===== src/tpsa_pkg.sv =====
// tpsa_pkg: shared types and constants of the two-pool slot allocator
// status codes, request and pool codes, field widths, register indexes, register reset values and default pool geometry
// no dependencies
package tpsa_pkg;

	// default pool geometry (slot sizes are powers of two)
	localparam int SMALL_SLOTS_DEF      = 20;
	localparam int LARGE_SLOTS_DEF      = 4;
	localparam int SMALL_SLOT_BYTES_DEF = 4096;
	localparam int LARGE_SLOT_BYTES_DEF = 65536;

	// field widths
	localparam int ADDR_W   = 32;
	localparam int INDEX_W  = 5;
	localparam int CFG_IDX_W = 1;
	localparam int S_TDATA_W = 32;
	localparam int S_TUSER_W = 2;
	localparam int M_TDATA_W = 40;
	localparam int M_TUSER_W = 3;

	// register reset values
	localparam logic [ADDR_W-1:0] SMALL_BASE_RST = 32'h0000_0000;
	localparam logic [ADDR_W-1:0] LARGE_BASE_RST = 32'h0010_0000;

	// register indexes
	localparam logic [CFG_IDX_W-1:0] REG_SMALL_BASE = 1'b0;
	localparam logic [CFG_IDX_W-1:0] REG_LARGE_BASE = 1'b1;

	// request codes
	localparam logic OP_ALLOC = 1'b0;
	localparam logic OP_FREE  = 1'b1;

	// pool codes
	localparam logic POOL_SMALL = 1'b0;
	localparam logic POOL_LARGE = 1'b1;

	typedef enum logic [1:0] {
		ST_OK       = 2'd0,
		ST_NOMEM    = 2'd1,
		ST_BADPARAM = 2'd2,
		ST_BADMEM   = 2'd3
	} status_t;

endpackage


===== src/two_pool_slot_allocator.sv =====
// two_pool_slot_allocator: top level, two fixed-size slot pools with in-use bitmaps
// depends on tpsa_pkg
//
// usage
//   requests enter on the s_axis channel, one beat per request:
//     alloc (opcode 0) takes the lowest free slot of the pool named by pool_select
//     free (opcode 1) returns the slot whose byte address is free_address
//   every request gives exactly one result beat on the m_axis channel: status,
//   slot address, slot index and pool; all but status are zero on an error
//   the user writes pool bases through cfg_we / cfg_index / cfg_data only while idle; no check enforces it
// pipeline and throughput
//   a request is registered (stage s1), handled there by a priority
//   encoder, range compares and a shift-and-add, then lands in the result
//   register, which drives the result beat on m_axis
//   one request per cycle sustained while m_axis_tready is high; the bitmap
//   update of one request is seen by the request right behind it, since both happen in stage s1
// reset
//   arst_n clears both bitmaps (all slots free), restores the pool bases and
//   empties both stages; no clearing pass is needed
// stall
//   while m_axis_tready is low the result register holds; s1 holds behind it,
//   and s_axis_tready drops only once both are full
module two_pool_slot_allocator #(
	parameter int SMALL_SLOTS      = tpsa_pkg::SMALL_SLOTS_DEF,
	parameter int LARGE_SLOTS      = tpsa_pkg::LARGE_SLOTS_DEF,
	parameter int SMALL_SLOT_BYTES = tpsa_pkg::SMALL_SLOT_BYTES_DEF,
	parameter int LARGE_SLOT_BYTES = tpsa_pkg::LARGE_SLOT_BYTES_DEF
) (
	input  logic                                clk,
	input  logic                                arst_n,
	// configuration write port
	input  logic                                cfg_we,
	input  logic [tpsa_pkg::CFG_IDX_W-1:0]      cfg_index,
	input  logic [tpsa_pkg::ADDR_W-1:0]         cfg_data,
	// request channel
	input  logic                                s_axis_tvalid,
	output logic                                s_axis_tready,
	input  logic [tpsa_pkg::S_TDATA_W-1:0]      s_axis_tdata,  // free_address[31:0]
	input  logic [tpsa_pkg::S_TUSER_W-1:0]      s_axis_tuser,  // opcode[0], pool_select[1]
	// result channel
	output logic                                m_axis_tvalid,
	input  logic                                m_axis_tready,
	output logic [tpsa_pkg::M_TDATA_W-1:0]      m_axis_tdata,  // slot_address[31:0], slot_index[36:32], zero[39:37]
	output logic [tpsa_pkg::M_TUSER_W-1:0]      m_axis_tuser   // status[1:0], slot_pool[2]
);

	localparam int AW = tpsa_pkg::ADDR_W;
	localparam int SMALL_SHIFT = $clog2(SMALL_SLOT_BYTES);
	localparam int LARGE_SHIFT = $clog2(LARGE_SLOT_BYTES);
	localparam int MAX_SLOTS = (SMALL_SLOTS > LARGE_SLOTS) ? SMALL_SLOTS : LARGE_SLOTS;
	localparam int IDX_RAW_W = (MAX_SLOTS > 1) ? $clog2(MAX_SLOTS) : 1;
	// internal index is at least as wide as the result field
	localparam int IDX_W = (IDX_RAW_W > tpsa_pkg::INDEX_W) ? IDX_RAW_W : tpsa_pkg::INDEX_W;
	// distance from base to last slot, computed in 33 bits so the end never wraps
	localparam logic [AW:0] SMALL_SPAN = (AW+1)'((SMALL_SLOTS - 1) * SMALL_SLOT_BYTES);
	localparam logic [AW:0] LARGE_SPAN = (AW+1)'((LARGE_SLOTS - 1) * LARGE_SLOT_BYTES);

	// configuration
	logic [AW-1:0] small_base_q;
	logic [AW-1:0] large_base_q;

	// in-use bitmaps
	logic [SMALL_SLOTS-1:0] small_in_use_q;
	logic [LARGE_SLOTS-1:0] large_in_use_q;
	logic [SMALL_SLOTS-1:0] small_in_use_d;
	logic [LARGE_SLOTS-1:0] large_in_use_d;

	// stage s1: registered request
	logic          valid_s1;
	logic          op_s1;
	logic          pool_s1;
	logic [AW-1:0] addr_s1;

	// result register
	logic                  out_valid_q;
	tpsa_pkg::status_t     out_status_q;
	logic [AW-1:0]         out_addr_q;
	logic [IDX_W-1:0]      out_index_q;
	logic                  out_pool_q;

	// handshake
	logic out_load;
	logic fire_s1;

	// stage s1 results
	tpsa_pkg::status_t res_status;
	logic [AW-1:0]     res_addr;
	logic [IDX_W-1:0]  res_index;
	logic              res_pool;

	// allocate path
	logic             small_found;
	logic             large_found;
	logic [IDX_W-1:0] small_free_idx;
	logic [IDX_W-1:0] large_free_idx;
	logic             alloc_found;
	logic [IDX_W-1:0] alloc_idx;
	logic [AW-1:0]    alloc_addr;

	// free path
	logic [AW:0]      small_end;
	logic [AW:0]      large_end;
	logic             in_small;
	logic             in_large;
	logic [AW-1:0]    free_off;
	logic             free_aligned;
	logic [IDX_W-1:0] free_idx;

	logic alloc_ok;
	logic free_ok;

	assign out_load      = !out_valid_q || m_axis_tready;
	assign fire_s1       = valid_s1 && out_load;
	assign s_axis_tready = !valid_s1 || out_load;

	// configuration writes
	always_ff @(posedge clk or negedge arst_n) begin
		if (!arst_n) begin
			small_base_q <= tpsa_pkg::SMALL_BASE_RST;
			large_base_q <= tpsa_pkg::LARGE_BASE_RST;
		end else if (cfg_we) begin
			case (cfg_index)
				tpsa_pkg::REG_SMALL_BASE: small_base_q <= cfg_data;
				tpsa_pkg::REG_LARGE_BASE: large_base_q <= cfg_data;
				default: ;
			endcase
		end
	end

	// stage s1 control
	always_ff @(posedge clk or negedge arst_n) begin
		if (!arst_n) begin
			valid_s1 <= 1'b0;
		end else if (s_axis_tready) begin
			valid_s1 <= s_axis_tvalid;
		end
	end

	// stage s1 payload
	always_ff @(posedge clk) begin
		if (s_axis_tready && s_axis_tvalid) begin
			op_s1   <= s_axis_tuser[0];
			pool_s1 <= s_axis_tuser[1];
			addr_s1 <= s_axis_tdata;
		end
	end

	// lowest free slot of each pool
	always_comb begin
		small_found    = 1'b0;
		small_free_idx = '0;
		for (int i = SMALL_SLOTS - 1; i >= 0; i--) begin
			if (!small_in_use_q[i]) begin
				small_found    = 1'b1;
				small_free_idx = IDX_W'(i);
			end
		end
	end

	always_comb begin
		large_found    = 1'b0;
		large_free_idx = '0;
		for (int i = LARGE_SLOTS - 1; i >= 0; i--) begin
			if (!large_in_use_q[i]) begin
				large_found    = 1'b1;
				large_free_idx = IDX_W'(i);
			end
		end
	end

	// allocate: base plus index shifted by slot size, modulo 2^32
	always_comb begin
		if (pool_s1 == tpsa_pkg::POOL_LARGE) begin
			alloc_found = large_found;
			alloc_idx   = large_free_idx;
			alloc_addr  = large_base_q + (AW'(large_free_idx) << LARGE_SHIFT);
		end else begin
			alloc_found = small_found;
			alloc_idx   = small_free_idx;
			alloc_addr  = small_base_q + (AW'(small_free_idx) << SMALL_SHIFT);
		end
	end

	// free: range check, small pool wins on overlap, then alignment
	assign small_end = {1'b0, small_base_q} + SMALL_SPAN;
	assign large_end = {1'b0, large_base_q} + LARGE_SPAN;
	assign in_small  = (addr_s1 >= small_base_q) && ({1'b0, addr_s1} <= small_end);
	assign in_large  = (addr_s1 >= large_base_q) && ({1'b0, addr_s1} <= large_end);

	always_comb begin
		if (in_small) begin
			free_off     = addr_s1 - small_base_q;
			free_aligned = (free_off[SMALL_SHIFT-1:0] == '0);
			free_idx     = IDX_W'(free_off >> SMALL_SHIFT);
		end else begin
			free_off     = addr_s1 - large_base_q;
			free_aligned = (free_off[LARGE_SHIFT-1:0] == '0);
			free_idx     = IDX_W'(free_off >> LARGE_SHIFT);
		end
	end

	// result selection
	always_comb begin
		alloc_ok   = 1'b0;
		free_ok    = 1'b0;
		res_status = tpsa_pkg::ST_OK;
		res_addr   = '0;
		res_index  = '0;
		res_pool   = tpsa_pkg::POOL_SMALL;
		if (op_s1 == tpsa_pkg::OP_ALLOC) begin
			if (alloc_found) begin
				alloc_ok  = 1'b1;
				res_addr  = alloc_addr;
				res_index = alloc_idx;
				res_pool  = pool_s1;
			end else begin
				res_status = tpsa_pkg::ST_NOMEM;
			end
		end else begin
			if (addr_s1 == '0 || (!in_small && !in_large)) begin
				res_status = tpsa_pkg::ST_BADPARAM;
			end else if (!free_aligned) begin
				res_status = tpsa_pkg::ST_BADMEM;
			end else begin
				free_ok   = 1'b1;
				res_addr  = addr_s1;
				res_index = free_idx;
				res_pool  = in_small ? tpsa_pkg::POOL_SMALL : tpsa_pkg::POOL_LARGE;
			end
		end
	end

	// bitmap next state
	always_comb begin
		small_in_use_d = small_in_use_q;
		for (int i = 0; i < SMALL_SLOTS; i++) begin
			if (alloc_ok && pool_s1 == tpsa_pkg::POOL_SMALL && alloc_idx == IDX_W'(i)) begin
				small_in_use_d[i] = 1'b1;
			end
			if (free_ok && in_small && free_idx == IDX_W'(i)) begin
				small_in_use_d[i] = 1'b0;
			end
		end
	end

	always_comb begin
		large_in_use_d = large_in_use_q;
		for (int i = 0; i < LARGE_SLOTS; i++) begin
			if (alloc_ok && pool_s1 == tpsa_pkg::POOL_LARGE && alloc_idx == IDX_W'(i)) begin
				large_in_use_d[i] = 1'b1;
			end
			if (free_ok && !in_small && free_idx == IDX_W'(i)) begin
				large_in_use_d[i] = 1'b0;
			end
		end
	end

	always_ff @(posedge clk or negedge arst_n) begin
		if (!arst_n) begin
			small_in_use_q <= '0;
			large_in_use_q <= '0;
		end else if (fire_s1) begin
			small_in_use_q <= small_in_use_d;
			large_in_use_q <= large_in_use_d;
		end
	end

	// result register
	always_ff @(posedge clk or negedge arst_n) begin
		if (!arst_n) begin
			out_valid_q <= 1'b0;
		end else if (out_load) begin
			out_valid_q <= valid_s1;
		end
	end

	always_ff @(posedge clk) begin
		if (fire_s1) begin
			out_status_q <= res_status;
			out_addr_q   <= res_addr;
			out_index_q  <= res_index;
			out_pool_q   <= res_pool;
		end
	end

	assign m_axis_tvalid = out_valid_q;
	assign m_axis_tdata  = {
		(tpsa_pkg::M_TDATA_W - AW - tpsa_pkg::INDEX_W)'(0),
		out_index_q[tpsa_pkg::INDEX_W-1:0],
		out_addr_q
	};
	assign m_axis_tuser  = {out_pool_q, out_status_q};

`ifndef SYNTHESIS
	// error beats carry no slot
	a_err_zero: assert property (@(posedge clk) disable iff (!arst_n)
		(out_valid_q && out_status_q != tpsa_pkg::ST_OK) |->
		(out_addr_q == '0 && out_index_q == '0 && out_pool_q == tpsa_pkg::POOL_SMALL))
		else $error("error result carries a nonzero slot");

	// a successful small allocation marks exactly one more slot in use
	a_small_alloc: assert property (@(posedge clk) disable iff (!arst_n)
		(fire_s1 && alloc_ok && pool_s1 == tpsa_pkg::POOL_SMALL) |=>
		($countones(small_in_use_q) == $past($countones(small_in_use_q)) + 1))
		else $error("small allocation did not mark one slot");

	// a successful large allocation marks exactly one more slot in use
	a_large_alloc: assert property (@(posedge clk) disable iff (!arst_n)
		(fire_s1 && alloc_ok && pool_s1 == tpsa_pkg::POOL_LARGE) |=>
		($countones(large_in_use_q) == $past($countones(large_in_use_q)) + 1))
		else $error("large allocation did not mark one slot");

	// out of memory only when the named pool is full
	a_nomem_full: assert property (@(posedge clk) disable iff (!arst_n)
		(valid_s1 && op_s1 == tpsa_pkg::OP_ALLOC && res_status == tpsa_pkg::ST_NOMEM) |->
		((pool_s1 == tpsa_pkg::POOL_SMALL && (&small_in_use_q)) ||
		 (pool_s1 == tpsa_pkg::POOL_LARGE && (&large_in_use_q))))
		else $error("out of memory with a free slot");

	// a request held in s1 behind a stalled result is not lost
	a_s1_hold: assert property (@(posedge clk) disable iff (!arst_n)
		(valid_s1 && !out_load) |=> (valid_s1 && $stable(addr_s1) && $stable(op_s1)))
		else $error("stalled request dropped from s1");
`endif

endmodule


===== config.mk =====
export PLATFORM = sky130hd
export DESIGN_NAME = two_pool_slot_allocator
export DESIGN_NICKNAME = d
export VERILOG_FILES = /design/src/tpsa_pkg.sv /design/src/two_pool_slot_allocator.sv
export SDC_FILE = /design/constraint.sdc
export NUM_CORES = 1
export LEC_CHECK = 0
export BUFFER_PORTS_ARGS = -buffer_cell sky130_fd_sc_hd__buf_2
export CAP_MARGIN = 10
export CORE_MARGIN = 5
export CORE_UTILIZATION = 40
export CTS_CLUSTER_DIAMETER = 30
export CTS_CLUSTER_SIZE = 20
export DETAILED_ROUTE_END_ITERATION = 16
export SYNTH_ARGS = -nofsm -noshare
export SYNTH_HDL_FRONTEND = slang
export SYNTH_SLANG_ARGS = --single-unit

===== constraint.sdc =====
create_clock -name clk -period 13.8 [get_ports clk]
set_clock_uncertainty 0.2 [all_clocks]
set_input_delay 0 -clock clk [delete_from_list [all_inputs] [get_ports clk]]
set_output_delay 0 -clock clk [all_outputs]
set_load 0.005 [all_outputs]

==> results.toml <==
[pwr]
switching_power_w = 0.000645
leakagePower_nw = 5.86
combPwrFrac = 0.348
p_clk_frac = 0.284
fin_total_pwr_w = 0.00176
seqPwrFrac = 0.368
swShare = 0.366
p_int_w = 0.00112
ir_drop_uv = 79.2
power_density_nw_per_um2 = 129

[clocking]
numCtsBuffers = 17
cts_resized = 0
clk_root_buffer_cell = "clkbuf_16"
cts.sinks = 164
insertion_delay_ns = 0.44
clk_path_buf_depth = 2
htreeDepth = 4
clkTransAtPathRegs_ns = 0.07
cts_tree = "built"

[logic_synthesis]
yosys_most_used_dff = "dfrtp_1"
synthArstFlopShare = 0.549
synthXorXnorAreaFrac = 0.0629
synth_top_family_by_area = "compound AO/OA/AOI/OAI gates"
post_synth_main_area_contributors = "dfrtp_1, edfxtp_1, ha_1, xnor2_1, o21ai_0"
synth-edff-count = 74
ys_warn_count = 0
synth.mux.area_fraction = 0.0364
synthTopCellsByCount = "nand2_1, ha_1, inv_1"
ys_seq_area_frac = 0.392
ys_ff_latch = 164
post-synth-top-count-cell = "nand2_1"
syn_inst = 1212
synthAdderAreaFrac = 0.123
synth_compound_area_frac = 0.181
yosys.area_share.simple = 0.155
synth_top_area_frac = 0.195
syn_area_um2 = 11400
avgSynthCellArea_um2 = 9.43
synthDistinctLibCells = 72
synth_top_cell_by_area = "dfrtp_1"

[timing]
fin_crit_sh = 0.449
period_needed_ns = 6.20
timing.final.hold_violations = 0
worst-slew-pin-transition_ns = 1.12
tns_ns = 0
slew_viol_final = 0
rsz0062_at_grt = "false"
setup_slack_ns = 7.60
max_freq_mhz = 161
setup_viol = 0
slew_headroom = 0.250

[routing]
num_vias = 9988
routed_wirelength_um = 34400
ant_nets = 0
drc = 0
first_iter_violations = 798
firstDrtPassIters = 6
wire_per_inst_um = 19.4
viasPerCell = 5.62

[place]
place_congestion = 0.912
io_buffers = 113
dp.final_hpwl_um = 25400
dpl_worst_slack_ns = 7.79
dp.cells = 1673

[global_route]
grt_pass1_vias = 9901
grt_pass1_wl_um = 54500
antenna_found_initial = 0
grt.total_usage = 0.218
grt_max_degree = 65
grt_overflow_total = 0

[setup_path]
startpoint_type = "flop"
critPathMaxFanout = 43
crit_arrival_ns = 6.26
worstSetupPathType = "reg -> reg"
cp-end-kind = "flop"
required_ns = 13.87

[die]
ios = 117
die_y_um = 179
rows = 61
fp.coreArea_um2 = 28000
fp.dieArea_um2 = 32000
die_w_um = 179
initial_utilization = 0.408

[cells_and_area]
n_antenna_cell = 0
final_nets = 1569
drive_above_1_share = 0.148
synthToLayoutAreaGrowth_pct = 19.8
post-route-util = 0.489
instances_no_fill = 1777

[run]
cap_violations = 0

[worst_hold_path]
hp-class = "in -> reg"

[run_status]
status = "completed"
## power by group through the flow
stage                     registers, W  clock network [W]  logic (W)
after floorplan               0.000632                  0   0.000423
after global placement        0.000656                  0   0.000581
after detailed placement      0.000655                  0   0.000586
after CTS                     0.000646           0.000502   0.000608
after global routing          0.000657           0.000525   0.000684
final                         0.000648           0.000500   0.000614
## per-stage QoR
stage               instance area [um2]  hold WS [ns]
floorplan                         11400        -0.496
global placement                  12400        -0.250
detailed placement                12400        -0.250
CTS                               13700        0.0511
global route                      13700        0.0597
finish                            13700        0.0646
## cell families (layout without fill, tap and decap cells)
family | after synthesis | after routing
AO/OA/AOI/OAI | 322 | 322
XOR/XNOR | 82 | 82
adder cells (fa/ha/maj) | 111 | 111
buffers and inverters | 145 | 330
flip-flops | 164 | 164
multiplexers | 37 | 37
other | 1 | 3
AND/OR/NAND/NOR | 350 | 350
## flip-flops by register name (all words and copies together) (netlist names)
name and cells:
small_in_use_q 20, out_status_q 2, addr_s1 32, out_addr_q 32
m_axis_tvalid 1, op_s1 1, small_base_q 32, pool_s1 1
out_pool_q 1, large_base_q 32, out_index_q 5, large_in_use_q 4
valid_s1 1
## repair_timing
item	4_1_cts	5_1_grt
hold buffers	72	0
buffers inserted	0	0
hold endpoints to repair	137	0
## area by class of cell
type | instances | area [um2]
Fill cell | 2625 | 14300
Multi-Input combinational cell | 905 | 6390
Sequential cell | 164 | 4480
Timing Repair Buffer | 192 | 1350
Clock buffer | 22 | 484
Tap cell | 378 | 473
Inverter | 106 | 398
Clock inverter | 10 | 120
## layout by cell type (no fill, tap or decap), types with 7 or more instances in the layout
cell,Yosys,layout
nand2_1,114,114
buf_2,5,112
ha_1,109,109
inv_1,106,105
o21ai_0,92,92
dfrtp_1,89,89
a21oi_1,80,80
edfxtp_1,74,74
dlygate4sd3_1,0,71
xnor2_1,68,68
nor2_1,63,63
mux2_2,36,36
nand4_1,32,32
nand3_1,29,29
nor3_1,26,26
a31oi_1,24,24
a222oi_1,20,20
a21o_1,19,19
nor4_1,17,17
clkbuf_16,0,17
o21a_1,16,16
xor2_1,14,14
nand2b_1,14,14
or3_1,12,12
a211oi_1,9,9
o211ai_1,8,8
nor2b_1,9,8
buf_4,5,8
o31ai_1,7,7
## worst max-delay path, cell delays in order, from the launching register on
cell and delay (ns):
dfrtp_1 0.35, inv_1 0.11, ha_1 0.22, nand3b_1 0.24, a211oi_1 0.61, nand2_1 0.14, xnor2_1 0.15, ha_1 0.29
a211oi_1 0.23, nor2_1 0.07, a2111oi_0 0.67, nand4_1 0.17, o211ai_1 0.22, o311a_1 0.68, or4b_4 0.56, o31ai_4 0.06
buf_4 0.50, and3_1 0.40, a31oi_1 0.12
## metal layers
| metal | up-vias | track usage | part of all wire |
|---|---|---|---|
| li1 | 4797 | - | - |
| met1 | 4786 | 0.300 | 0.44 |
| met2 | 355 | 0.359 | 0.47 |
| met3 | 50 | 0.0321 | 0.063 |
| met4 | 0 | 0.0627 | 0.020 |
| met5 | - | 0 | 0 |
## worst paths after layout
kind                       cells past startpoint           endpoint             start  slack, ns
min in group asynchronous                      4    large_base_q[2]            arst_n       0.38
max in group asynchronous                      4  small_in_use_q[9]            arst_n      12.08
setup / recovery                              18  small_in_use_q[9]  small_base_q[13]       7.60
hold / removal                                 5   small_base_q[10]         cfg_index       0.06
setup reg to reg                              18  small_in_use_q[9]  small_base_q[13]       7.60
hold reg to reg                                1      m_axis_tvalid          valid_s1       0.29
(Power assumes the default switching activity.)
